$ cat config.mk
export PLATFORM = sky130hd
export DESIGN_NAME = signed_integer_to_radix_symbols_top
export DESIGN_NICKNAME = d
export VERILOG_FILES = /design/src/design/sirs_pkg.sv /design/src/design/sirs_ram.sv /design/src/design/sirs_div.sv /design/src/design/signed_integer_to_radix_symbols_top.sv
export SDC_FILE = /design/constraint.sdc
export NUM_CORES = 2
export LEC_CHECK = 0
export BUFFER_PORTS_ARGS = -buffer_cell sky130_fd_sc_hd__clkbuf_2
export CAP_MARGIN = 15
export CELL_PAD_IN_SITES_DETAIL_PLACEMENT = 1
export CELL_PAD_IN_SITES_GLOBAL_PLACEMENT = 2
export CORE_MARGIN = 3
export CORE_UTILIZATION = 46
export CTS_BUF_LIST = sky130_fd_sc_hd__clkbuf_4 sky130_fd_sc_hd__clkbuf_8
export DETAILED_ROUTE_END_ITERATION = 10
export PLACE_DENSITY = 0.92
export SYNTH_ARGS = -nofsm -noshare
export SYNTH_HDL_FRONTEND = slang
export SYNTH_HIERARCHICAL = 1
export SYNTH_SLANG_ARGS = --single-unit
export TNS_END_PERCENT = 100
$ cat constraint.sdc
create_clock -name i_clk -period 11.3 [get_ports i_clk]
set_input_delay 2.26 -clock i_clk [delete_from_list [all_inputs] [get_ports i_clk]]
set_output_delay 2.26 -clock i_clk [all_outputs]
set_load 0.05 [all_outputs]
$ cat src/design/sirs_pkg.sv
// Shared types, constants and the symbol table lookup for the radix symbol converter.
// No dependencies; imported by the divider and the top level.
package sirs_pkg;

    // Field and register widths
    localparam int VALUE_W   = 32;
    localparam int DIGIT_W   = 6;
    localparam int SYMBOL_W  = 8;
    localparam int CFG_W     = 64;
    localparam int CFG_IDX_W = 3;

    // Symbol table: seven 64-bit registers, eight symbols each
    localparam int SYM_REGS       = 7;
    localparam int SYMS_PER_REG   = 8;
    localparam int MAX_SYMBOLS_DEF = 56;
    localparam int SYM_IDX_W      = 6;

    // Digit store
    localparam int DIGIT_SLOTS = 32;
    localparam int SLOT_W      = $clog2(DIGIT_SLOTS);
    localparam int DCOUNT_W    = $clog2(DIGIT_SLOTS + 1);

    // Divider: quotient bits retired per cycle
    localparam int BITS_PER_CYCLE = 4;
    localparam int DIV_STEPS      = VALUE_W / BITS_PER_CYCLE;
    localparam int DIV_CNT_W      = $clog2(DIV_STEPS);

    // Register indexes
    localparam logic [CFG_IDX_W-1:0] CFG_SYMBOL_COUNT = 3'd0;
    localparam logic [CFG_IDX_W-1:0] CFG_SYMBOLS_BASE = 3'd1;

    // Character codes
    localparam logic [SYMBOL_W-1:0] CHAR_SPACE = 8'd32;
    localparam logic [SYMBOL_W-1:0] CHAR_DEL   = 8'd127;
    localparam logic [SYMBOL_W-1:0] CHAR_PLUS  = 8'd43;
    localparam logic [SYMBOL_W-1:0] CHAR_MINUS = 8'd45;

    typedef logic [SYM_REGS-1:0][CFG_W-1:0] t_sym_regs;

    // Divider result, valid for the cycle in which done is high
    typedef struct packed {
        logic               done;
        logic [VALUE_W-1:0] quot;
        logic [DIGIT_W-1:0] rem;
    } t_div_res;

    // Symbol k is byte (k mod 8) of table register k/8
    function automatic logic [SYMBOL_W-1:0] sym_byte(input t_sym_regs regs,
                                                     input logic [SYM_IDX_W-1:0] idx);
        logic [SYMBOL_W-1:0] b;
        b = '0;
        if (idx[SYM_IDX_W-1:3] < 3'(SYM_REGS)) begin
            b = regs[idx[SYM_IDX_W-1:3]][{idx[2:0], 3'b000} +: SYMBOL_W];
        end
        return b;
    endfunction

endpackage

$ cat src/design/sirs_ram.sv
// Generic single-write, single-read RAM with registered read data.
// No dependencies.
module sirs_ram #(
    parameter int WIDTH = 8,
    parameter int DEPTH = 32
) (
    input  logic                     i_clk,
    input  logic                     i_we,
    input  logic [$clog2(DEPTH)-1:0] i_waddr,
    input  logic [WIDTH-1:0]         i_wdata,
    input  logic                     i_re,
    input  logic [$clog2(DEPTH)-1:0] i_raddr,
    output logic [WIDTH-1:0]         o_rdata
);

    logic [WIDTH-1:0] r_mem [DEPTH];
    logic [WIDTH-1:0] r_rdata;

    // Write port and registered read port
    always_ff @(posedge i_clk) begin
        if (i_we) begin
            r_mem[i_waddr] <= i_wdata;
        end
        if (i_re) begin
            r_rdata <= r_mem[i_raddr];
        end
    end

    assign o_rdata = r_rdata;

endmodule

$ cat src/design/sirs_div.sv
// Iterative divider: 32-bit dividend by a 6-bit divisor, a few quotient bits per cycle.
// Depends on sirs_pkg.
module sirs_div import sirs_pkg::*; (
    input  logic               i_clk,
    input  logic               i_rst_n,
    input  logic               i_start,
    input  logic [VALUE_W-1:0] i_dividend,
    input  logic [DIGIT_W-1:0] i_divisor,
    output t_div_res           o_res
);

    logic                 r_busy;
    logic                 r_done;
    logic [DIV_CNT_W-1:0] r_cnt;
    logic [VALUE_W-1:0]   r_quot;
    logic [DIGIT_W-1:0]   r_rem;
    logic [DIGIT_W-1:0]   r_div;
    logic [VALUE_W-1:0]   n_quot;
    logic [DIGIT_W-1:0]   n_rem;

    // Restoring steps: shift in the top dividend bit, subtract if it fits
    always_comb begin
        logic [DIGIT_W:0]   part;
        logic [VALUE_W-1:0] q;
        logic [DIGIT_W-1:0] rm;
        q  = r_quot;
        rm = r_rem;
        for (int k = 0; k < BITS_PER_CYCLE; k++) begin
            part = {rm, q[VALUE_W-1]};
            q    = {q[VALUE_W-2:0], 1'b0};
            if (part >= {1'b0, r_div}) begin
                part = part - {1'b0, r_div};
                q[0] = 1'b1;
            end
            rm = part[DIGIT_W-1:0];
        end
        n_quot = q;
        n_rem  = rm;
    end

    // Sequencer: load on start, finish after the last step
    always_ff @(posedge i_clk) begin
        if (!i_rst_n) begin
            r_busy <= 1'b0;
            r_done <= 1'b0;
            r_cnt  <= '0;
        end else begin
            r_done <= r_busy && !i_start && (r_cnt == DIV_CNT_W'(DIV_STEPS - 1));
            if (i_start) begin
                r_busy <= 1'b1;
                r_cnt  <= '0;
                r_quot <= i_dividend;
                r_rem  <= '0;
                r_div  <= i_divisor;
            end else if (r_busy) begin
                r_quot <= n_quot;
                r_rem  <= n_rem;
                r_cnt  <= r_cnt + 1'b1;
                if (r_cnt == DIV_CNT_W'(DIV_STEPS - 1)) begin
                    r_busy <= 1'b0;
                end
            end
        end
    end

    assign o_res.done = r_done;
    assign o_res.quot = r_quot;
    assign o_res.rem  = r_rem;

endmodule

$ cat src/design/signed_integer_to_radix_symbols_top.sv
// Radix symbol converter: top level with sequencer, config registers and output register.
// Depends on sirs_pkg, sirs_ram and sirs_div.
//
// Each accepted item (a 32-bit signed value) is written out as symbol bytes in
// the radix set by symbol_count, digit d shown as table symbol d, most
// significant first, with '-' ahead of negative values and last on the final
// byte. An invalid table yields no bytes. The block takes one item at a time
// and stalls its input until the item is finished. Each item is accepted, the
// table is checked symbol by symbol, and each digit is then made in the shared
// divider (4 quotient bits per cycle, with start and write-back). Each digit
// symbol then takes a digit store read and a table lookup, after a minus sign
// if one is due; output stalls hold these steps. The worst case is a negative
// value in radix 2.
module signed_integer_to_radix_symbols_top import sirs_pkg::*; #(
    parameter int MAX_SYMBOLS = MAX_SYMBOLS_DEF
) (
    input  logic                  i_clk,
    input  logic                  i_rst_n,
    // Input channel
    input  logic                  i_valid,
    output logic                  o_stall,
    input  logic signed [VALUE_W-1:0] i_value,
    // Output channel
    output logic                  o_valid,
    input  logic                  i_stall,
    output logic [SYMBOL_W-1:0]   o_symbol,
    output logic                  o_last,
    // Configuration
    input  logic                  i_cfg_we,
    input  logic [CFG_IDX_W-1:0]  i_cfg_idx,
    input  logic [CFG_W-1:0]      i_cfg_data
);

    typedef enum logic [2:0] {
        S_IDLE,
        S_CHECK,
        S_DSTART,
        S_DWAIT,
        S_MINUS,
        S_READ,
        S_LOAD
    } t_state;

    t_state                r_state;
    logic [DIGIT_W-1:0]    r_count;
    t_sym_regs             r_syms;
    logic                  r_neg;
    logic [VALUE_W-1:0]    r_mag;
    logic [SYM_IDX_W-1:0]  r_idx;
    logic [DCOUNT_W-1:0]   r_digits;
    logic                  r_o_valid;
    logic [SYMBOL_W-1:0]   r_o_symbol;
    logic                  r_o_last;

    logic                  in_take;
    logic                  out_free;
    logic                  out_load;
    logic [VALUE_W-1:0]    raw;
    logic [SYMBOL_W-1:0]   chk_sym;
    logic                  chk_dup;
    logic                  chk_bad;
    logic                  count_bad;
    t_div_res              div_res;
    logic                  ram_we;
    logic                  ram_re;
    logic [SLOT_W-1:0]     ram_raddr;
    logic [DIGIT_W-1:0]    ram_rdata;

    // Handshake terms
    assign o_stall  = (r_state != S_IDLE);
    assign in_take  = i_valid && !o_stall;
    assign out_free = !r_o_valid || !i_stall;
    assign out_load = ((r_state == S_MINUS) || (r_state == S_LOAD)) && out_free;
    assign raw      = $unsigned(i_value);

    // Repeat check: compare against every symbol already passed
    always_comb begin
        chk_dup = 1'b0;
        for (int k = 0; k < MAX_SYMBOLS; k++) begin
            if ((SYM_IDX_W'(k) < r_idx) && (sym_byte(r_syms, SYM_IDX_W'(k)) == chk_sym)) begin
                chk_dup = 1'b1;
            end
        end
    end

    // Table checks: radix range, then one symbol per cycle
    assign count_bad = (r_count < DIGIT_W'(2)) || (r_count > DIGIT_W'(MAX_SYMBOLS));
    assign chk_sym   = sym_byte(r_syms, r_idx);
    assign chk_bad   = (chk_sym <= CHAR_SPACE) || (chk_sym >= CHAR_DEL) ||
                       (chk_sym == CHAR_PLUS) || (chk_sym == CHAR_MINUS) ||
                       chk_dup;

    // Digit store
    assign ram_we    = (r_state == S_DWAIT) && div_res.done;
    assign ram_re    = (r_state == S_READ);
    assign ram_raddr = SLOT_W'(r_digits - 1'b1);

    sirs_ram #(
        .WIDTH (DIGIT_W),
        .DEPTH (DIGIT_SLOTS)
    ) u_digits (
        .i_clk   (i_clk),
        .i_we    (ram_we),
        .i_waddr (r_digits[SLOT_W-1:0]),
        .i_wdata (div_res.rem),
        .i_re    (ram_re),
        .i_raddr (ram_raddr),
        .o_rdata (ram_rdata)
    );

    // Shared divider
    sirs_div u_div (
        .i_clk      (i_clk),
        .i_rst_n    (i_rst_n),
        .i_start    (r_state == S_DSTART),
        .i_dividend (r_mag),
        .i_divisor  (r_count),
        .o_res      (div_res)
    );

    // Configuration registers
    always_ff @(posedge i_clk) begin
        if (!i_rst_n) begin
            r_count <= DIGIT_W'(10);
            r_syms  <= '0;
        end else if (i_cfg_we) begin
            if (i_cfg_idx == CFG_SYMBOL_COUNT) begin
                r_count <= i_cfg_data[DIGIT_W-1:0];
            end else begin
                r_syms[CFG_IDX_W'(i_cfg_idx - CFG_SYMBOLS_BASE)] <= i_cfg_data;
            end
        end
    end

    // Sequencer and output register
    always_ff @(posedge i_clk) begin
        if (!i_rst_n) begin
            r_state   <= S_IDLE;
            r_o_valid <= 1'b0;
            r_digits  <= '0;
        end else begin
            if (r_o_valid && !i_stall && !out_load) begin
                r_o_valid <= 1'b0;
            end
            case (r_state)
                S_IDLE: begin
                    if (in_take) begin
                        r_neg    <= raw[VALUE_W-1];
                        r_mag    <= raw[VALUE_W-1] ? (~raw + 1'b1) : raw;
                        r_idx    <= '0;
                        r_digits <= '0;
                        if (!count_bad) begin
                            r_state <= S_CHECK;
                        end
                    end
                end
                S_CHECK: begin
                    if (chk_bad) begin
                        r_state <= S_IDLE;
                    end else begin
                        r_idx <= r_idx + 1'b1;
                        if (r_idx == SYM_IDX_W'(r_count - 1'b1)) begin
                            r_state <= S_DSTART;
                        end
                    end
                end
                S_DSTART: begin
                    r_state <= S_DWAIT;
                end
                S_DWAIT: begin
                    if (div_res.done) begin
                        r_mag    <= div_res.quot;
                        r_digits <= r_digits + 1'b1;
                        if ((div_res.quot == '0) ||
                            (r_digits == DCOUNT_W'(DIGIT_SLOTS - 1))) begin
                            r_state <= r_neg ? S_MINUS : S_READ;
                        end else begin
                            r_state <= S_DSTART;
                        end
                    end
                end
                S_MINUS: begin
                    if (out_free) begin
                        r_o_valid  <= 1'b1;
                        r_o_symbol <= CHAR_MINUS;
                        r_o_last   <= 1'b0;
                        r_state    <= S_READ;
                    end
                end
                S_READ: begin
                    r_digits <= r_digits - 1'b1;
                    r_state  <= S_LOAD;
                end
                S_LOAD: begin
                    if (out_free) begin
                        r_o_valid  <= 1'b1;
                        r_o_symbol <= sym_byte(r_syms, ram_rdata);
                        r_o_last   <= (r_digits == '0);
                        r_state    <= (r_digits == '0) ? S_IDLE : S_READ;
                    end
                end
                default: begin
                    r_state <= S_IDLE;
                end
            endcase
        end
    end

    assign o_valid  = r_o_valid;
    assign o_symbol = r_o_symbol;
    assign o_last   = r_o_last;

`ifndef ASSERT_OFF
    // Divider finishes only while the sequencer waits for it
    a_div_done_waiting: assert property (@(posedge i_clk) disable iff (!i_rst_n)
        div_res.done |-> (r_state == S_DWAIT))
        else $error("divider result outside the wait state");

    // A minus sign is never the final byte
    a_minus_not_last: assert property (@(posedge i_clk) disable iff (!i_rst_n)
        (o_valid && (o_symbol == CHAR_MINUS)) |-> !o_last)
        else $error("minus sign flagged as last");

    // Digit store is never read with no digits left
    a_read_nonempty: assert property (@(posedge i_clk) disable iff (!i_rst_n)
        (r_state == S_READ) |-> (r_digits != '0))
        else $error("digit store read underflow");
`endif

endmodule
### Yosys cells after proc, flatten, opt, wreduce, memory -nomap -nowiden

Memory sizes are Yosys's and may differ from the RTL's. A register that Yosys moved wholly into a read port is not among the register bits.
Cells that the tools add are included.

* shift-type cells: 2
* add/sub/neg operators: 11
* $lt $le $gt $ge: 70
* bitwise gates (word level): 3
* multiplexer cells: 110
* equal/unequal tests: 74
* reductions and logical operators: 99

Operators by type and width (count)
* 448-bit bitwise mux: 1
* 8-bit equality test: 56
* 64-bit binary-select mux with 3-bit select: 2
* 64-bit demux with 3-bit select: 1
* 64-bit 2-to-1 mux: 3
* 32-bit 2-to-1 mux: 5
* 6-bit less-than comparator (first input constant): 24
* 64-bit by 7-bit indexed part select with 8-bit output: 2
* 5-bit by 6-bit less-than comparator with 1-bit output (first input constant): 16
* 1-bit 2-to-1 mux: 71
* 1-bit logical AND: 64
* 32-bit case mux with 2 select lines: 1
* 4-bit by 6-bit less-than comparator with 1-bit output (first input constant): 8
* 6-bit 2-to-1 mux: 8
* 32-bit by 1-bit adder with 32-bit output (second input constant): 1
* 32-bit logical NOT: 1
* 8-bit 2-to-1 mux: 4
* 32-bit inverter: 1
* 7-bit by 6-bit greater-or-equal comparator with 1-bit output: 4
* 3-bit 2-to-1 mux: 9
* 3-bit by 6-bit less-than comparator with 1-bit output (first input constant): 4
* 6-bit subtractor: 4
* 3-bit case mux with 7 select lines: 1
* 6-bit case mux with 3 select lines: 1
* 37 further kinds: 77

* bits in writable memories: 192
* memories kept: 1
* register bits: 561
* output and inout port bits: 11
* input port bits: 104
* logic and storage cells: 392

Memories
* u_digits.r_mem: depth 32, width 6, rd ports 1, clocked after memory_dff 1, wr ports 1, RTL line sirs_ram.sv:16 `logic [WIDTH-1:0] r_mem [DEPTH];`

### Logic depth before layout (Yosys ltp)

* word-level depth: 65
* depth in mapped cells: 33
* mapped depth without buffers: 31

### Modules after synthesis

The synthesis kept the hierarchy.

Modules (own cells, without submodules)
* signed_integer_to_radix_symbols_top: cells each 3978, sequential area each 10730.3 um2, instances 1, area each 32912.8 um2
* sirs_ram: cells each 323, sequential area each 5945.7 um2, instances 1, area each 7649.8 um2
* sirs_div: cells each 301, sequential area each 1421.4 um2, instances 1, area each 3379.5 um2

### Worst setup path after synthesis

OpenSTA, ideal clock, no wires.

* path kind: register to register
* start: register u_div.r_rem[2]
* end: register u_div.r_rem[4] (data pin)
* library setup time: 0.255 ns
* path slack: 3.862 ns
* stages on the path, launching flop included: 33
* required time: 11.045 ns
* arrival: 7.183 ns
* cells stage by stage: edfxtp_1 ha_1 and4_1 o21ai_0 a31oi_2 and3_1 or2_2 ha_1 a21oi_1 nand2_1 o21bai_1 a221o_1 buf_2 nand2_1 a21boi_0 ha_1 nor2b_1 o21ai_0 a21boi_0 a211oi_2 and2_1 nor3_1 or2_2 ha_1 nor2b_1 o21ai_0 a21boi_0 o21a_1 o21a_1 a211o_1 buf_6 o211a_1 a31o_1

* cells in the longest elaborated chain, start to end: 9
* elaborated cells on any way between the ends: 13

Ends and longest elaborated chain
* from (decl): RTL line sirs_div.sv:16 `logic [DIGIT_W-1:0] r_rem;`
* from (signal assigned): RTL line sirs_div.sv:57 `r_rem <= n_rem;`
* 6-bit subtractor / 7-bit by 6-bit greater-or-equal comparator with 1-bit output (equally long branches): RTL line sirs_div.sv:32, sirs_div.sv:31
* 6-bit 2-to-1 mux (*): RTL line sirs_div.sv:31 `if (part >= {1'b0, r_div}) begin`
* 6-bit subtractor / 7-bit by 6-bit greater-or-equal comparator with 1-bit output (equally long branches): RTL line sirs_div.sv:32, sirs_div.sv:31
* 6-bit 2-to-1 mux (*): RTL line sirs_div.sv:31
* 7-bit by 6-bit greater-or-equal comparator with 1-bit output / 6-bit subtractor (equally long branches): RTL line sirs_div.sv:31, sirs_div.sv:32
* 6-bit 2-to-1 mux (*): RTL line sirs_div.sv:31
* 6-bit subtractor / 7-bit by 6-bit greater-or-equal comparator with 1-bit output (equally long branches): RTL line sirs_div.sv:32, sirs_div.sv:31
* 6-bit 2-to-1 mux (*): RTL line sirs_div.sv:31
* 6-bit 2-to-1 mux (*): RTL line sirs_div.sv:55 `end else if (r_busy) begin`

Every way passes the cells marked *; elsewhere a longest branch is shown, timed or not. The select of a mux whose other input is x is not followed.
A chain may end at the register's enable or synchronous reset.

### Worst setup path after layout

Ends and elaborated chain as after synthesis.

==> results.sh <==
export IMPL_startpoint_type="flop"
export IMPL_multi_input_area_sq_um=24090
export IMPL_wire_per_inst_microns=29.94
export IMPL_antenna_found_initial=11
export IMPL_min_period_ns=8.899
export IMPL_overflow=0
export IMPL_hold_viol=0
export IMPL_slew_headroom_pct=13.19
export IMPL_rsz0062_at_grt="false"
export IMPL_ctsResizeCount=0
export IMPL_reg2reg_depth=30
export IMPL_worstPathRequired_ns=11.89
export IMPL_syn_to_final_growth_pct=9.712
export IMPL_netlist_area_leader_share_pct=21.37
export IMPL_synthArstFlopShare_pct=0
export IMPL_htree_levels=4
export IMPL_power_density_nw_per_um2=229.2
export IMPL_hold_buffers=0
export IMPL_die_area_sq_um=99270
export IMPL_hold_path_end="r_syms[331]"
export IMPL_core_sq_um=94030
export IMPL_critical_path_class="reg -> reg"
export IMPL_grt_start_max_net_pins=184
export IMPL_tightest_slew_ns=1.290
export IMPL_setup_viol=0
export IMPL_final_common_cell="nand2_1"
export IMPL_cts_tree="yes"
export IMPL_rrSetupSlack_ns=2.40
export IMPL_hold_path_depth=2
export IMPL_clock_latency_ns=0.87
export IMPL_fmax_ghz=0.1124
export IMPL_reg2reg_to="u_div/r_rem[4]"
export IMPL_period_share_pct=78.75
export IMPL_grt_pass1_wl_microns=262000
export IMPL_grt_pass1_vias=38740
export IMPL_grtUsageTotal_pct=35.32
export IMPL_synth_compound_area_share_pct=12.72
export IMPL_setup_slack_ns=2.401
export IMPL_mostFrequentLayoutCells="nand2_1, a21oi_1, dfxtp_1"
export IMPL_pre_cts_ws_ns=2.412
export IMPL_setup_worst_path_start="u_div/r_rem[2]"
export IMPL_clk_pin_slew_worst_paths_ns=0.06
export IMPL_timing_rr_start="u_div/r_rem[2]"
export IMPL_dr_total_vias=38660
export IMPL_syn_area_per_cell_sq_um=9.548
export IMPL_path_max_fanout=34
export IMPL_die_h_microns=315.1
export IMPL_die_x_microns=315.1
export IMPL_routed_via_density=6.503
export IMPL_status="finished, violations left"
export IMPL_synth_edf_count=290
export IMPL_synth_area_leader_cell="dfxtp_1"
export IMPL_fin_skew_ns=0.04840
export IMPL_synth_area_mux_share_pct=15.69
export IMPL_slew_violations=0
export IMPL_crit_arrival_ns=9.49
export IMPL_yosysWarnings=6
export IMPL_finalWirelength_microns=178000
export IMPL_io_buffers=114
export IMPL_synth_ff_type="dfxtp_1"
export IMPL_io_pins=115
export IMPL_fillers=10610
export IMPL_cts_setup_buffers=0
export IMPL_clock_sinks=759
export IMPL_holdWs_ns=0.4897
export IMPL_ant_nets=0
export IMPL_cap_viol_max_count=0
export IMPL_yosys_top_cells_area="dfxtp_1, edfxtp_1, mux4_2"
export IMPL_hp_start="r_syms[331]"
export IMPL_rows=112
export IMPL_ys_ff_latch=759
export IMPL_clockBufferDepth=3
export IMPL_yosysSeqAreaShare_pct=41.18
export IMPL_post_dp_hpwl_microns=117300
export IMPL_slowest_stage="edfxtp_1"
export IMPL_critPathCaptureType="flop"
export IMPL_routabilityCongestion=1.002
export IMPL_regArea_sq_um=18100
export IMPL_initial_core_util_pct=46.73
export IMPL_syn_inst=4602
export IMPL_root_buffer="clkbuf_8"
export IMPL_vdd_drop_max_mv=0.2450
export IMPL_syn_area_sq_um=43940
export IMPL_crit_top_cell="ha_1"
export IMPL_cpPeakStageDelay_ns=1.07
export IMPL_dr_pass1_iters=11
export IMPL_drive_gt1_share_pct=15.88
export IMPL_final_setup_tns_ns=0
export IMPL_drtIter0Drc=4989
export IMPL_ys_types=106
export IMPL_drt_drc_violations_left=2
export IMPL_yosys_area_share_simple_pct=14.89
export IMPL_yosys_area_share_xor_xnor_pct=9.906
export IMPL_hp_class="reg -> reg"
export IMPL_syn_nets=4745
export IMPL_leakagePower_nw=16.91
export IMPL_synth_top_family_by_area="multiplexers"
export IMPL_synthAdderAreaFrac_pct=1.179
export IMPL_final_nets=4717
export IMPL_numCtsBuffers=136
export IMPL_violations="design-rule violations"
## sequential cells by signal (all words and copies together) (netlist names)
name and flops:
r_mag 32, o_symbol 8, u_div/r_quot 32, r_count 6
u_div/r_busy 1, u_div/r_rem 6, u_div/r_done 1, u_digits/o_rdata 6
r_digits 6, r_neg 1, o_valid 1, u_div/r_cnt 3
u_digits/r_mem 192, r_idx 6, u_div/r_div 6, r_syms 448
r_state 3, o_last 1
## synthesized netlist by cell type, types with 24 or more instances
cell and count:
o2bb2ai_1 24, mux4_2 191, o21ai_0 136, nor4_1 36, edfxtp_1 290, buf_1 28
nand4_1 34, or3_1 25, ha_1 35, mux2i_1 181, xnor2_1 133, nor2_1 127
mux2_2 63, inv_1 47, a21oi_1 523, buf_6 24, buf_4 32, nor3_1 61
o221ai_1 29, xor2_1 364, nand2_1 1077, dfxtp_1 469, clkbuf_1 228, buf_2 39
nand3_1 81
## critical path: cells and delay by family, from the launching register on
family,cells,cell delay [ns]
compound gates,16,4.24
fa+ha+maj,4,1.35
flops,1,1.07
simple gates,10,1.97
## how the worst max path moves through the flow
stage / endpoint / slack (ns) / depth (start not counted)
after floorplan: u_div/r_rem[4] / 3.86 / 32
after global placement: u_div/r_rem[4] / 2.75 / 30
after detailed placement: u_div/r_rem[4] / 2.41 / 30
after CTS: u_div/r_rem[4] / 2.35 / 30
after global routing: u_div/r_rem[3] / 1.64 / 29
final: u_div/r_rem[4] / 2.40 / 30
## power breakdown
group | total, mW | switching, mW | leakage [nW] | internal [mW]
sequential | 3.40 | 0.195 | 6.42 | 3.20
clock | 2.84 | 1.29 | 1.55 | 1.55
combinational | 4.81 | 3.04 | 8.94 | 1.77
total | 11.0 | 4.52 | 16.9 | 6.53
## layer usage
layer  vias up  wire length (microns)  global-route usage, %  part of all wire (%)
met5         -                    108                      0                 0.061
met4         2                   8463                  16.46                   4.8
met3       524                  18650                  8.973                    10
met2      2265                  78000                  52.73                    44
met1     19490                  72750                  48.05                    41
li1      16380                      -                      -                     -
## cell type report
type                    instances  area share, %
diodes                         12        0.06229
clock buffers                 200          5.126
clock inverters                43          1.010
inverters                      49         0.3971
multi-input cells            3437          49.98
flip-flops and latches        759          37.54
well taps                    1254          3.255
repair buffers                191          2.637
## logic make-up after synthesis
group,Yosys count
XOR/XNOR,497
buffers and inverters,406
AO/OA/AOI/OAI,919
flip-flops,759
adder cells (fa/ha/maj),39
multiplexers,440
AND/OR/NAND/NOR,1542
## per-stage QoR
step / instance area [sq um] / instances / utilization (%) / power, mW
floorplan: 43940 / 4602 / - / 6.781
global placement: 45140 / 5687 / 48.01 / 7.957
detailed placement: 45140 / 5687 / 48.01 / 8.067
CTS: 48100 / 5930 / 51.15 / 10.93
global route: 48200 / 5941 / 51.26 / 11.53
finish: 48210 / 5945 / 51.27 / 11.05
Note: power is estimated with default switching activity, not from simulation.
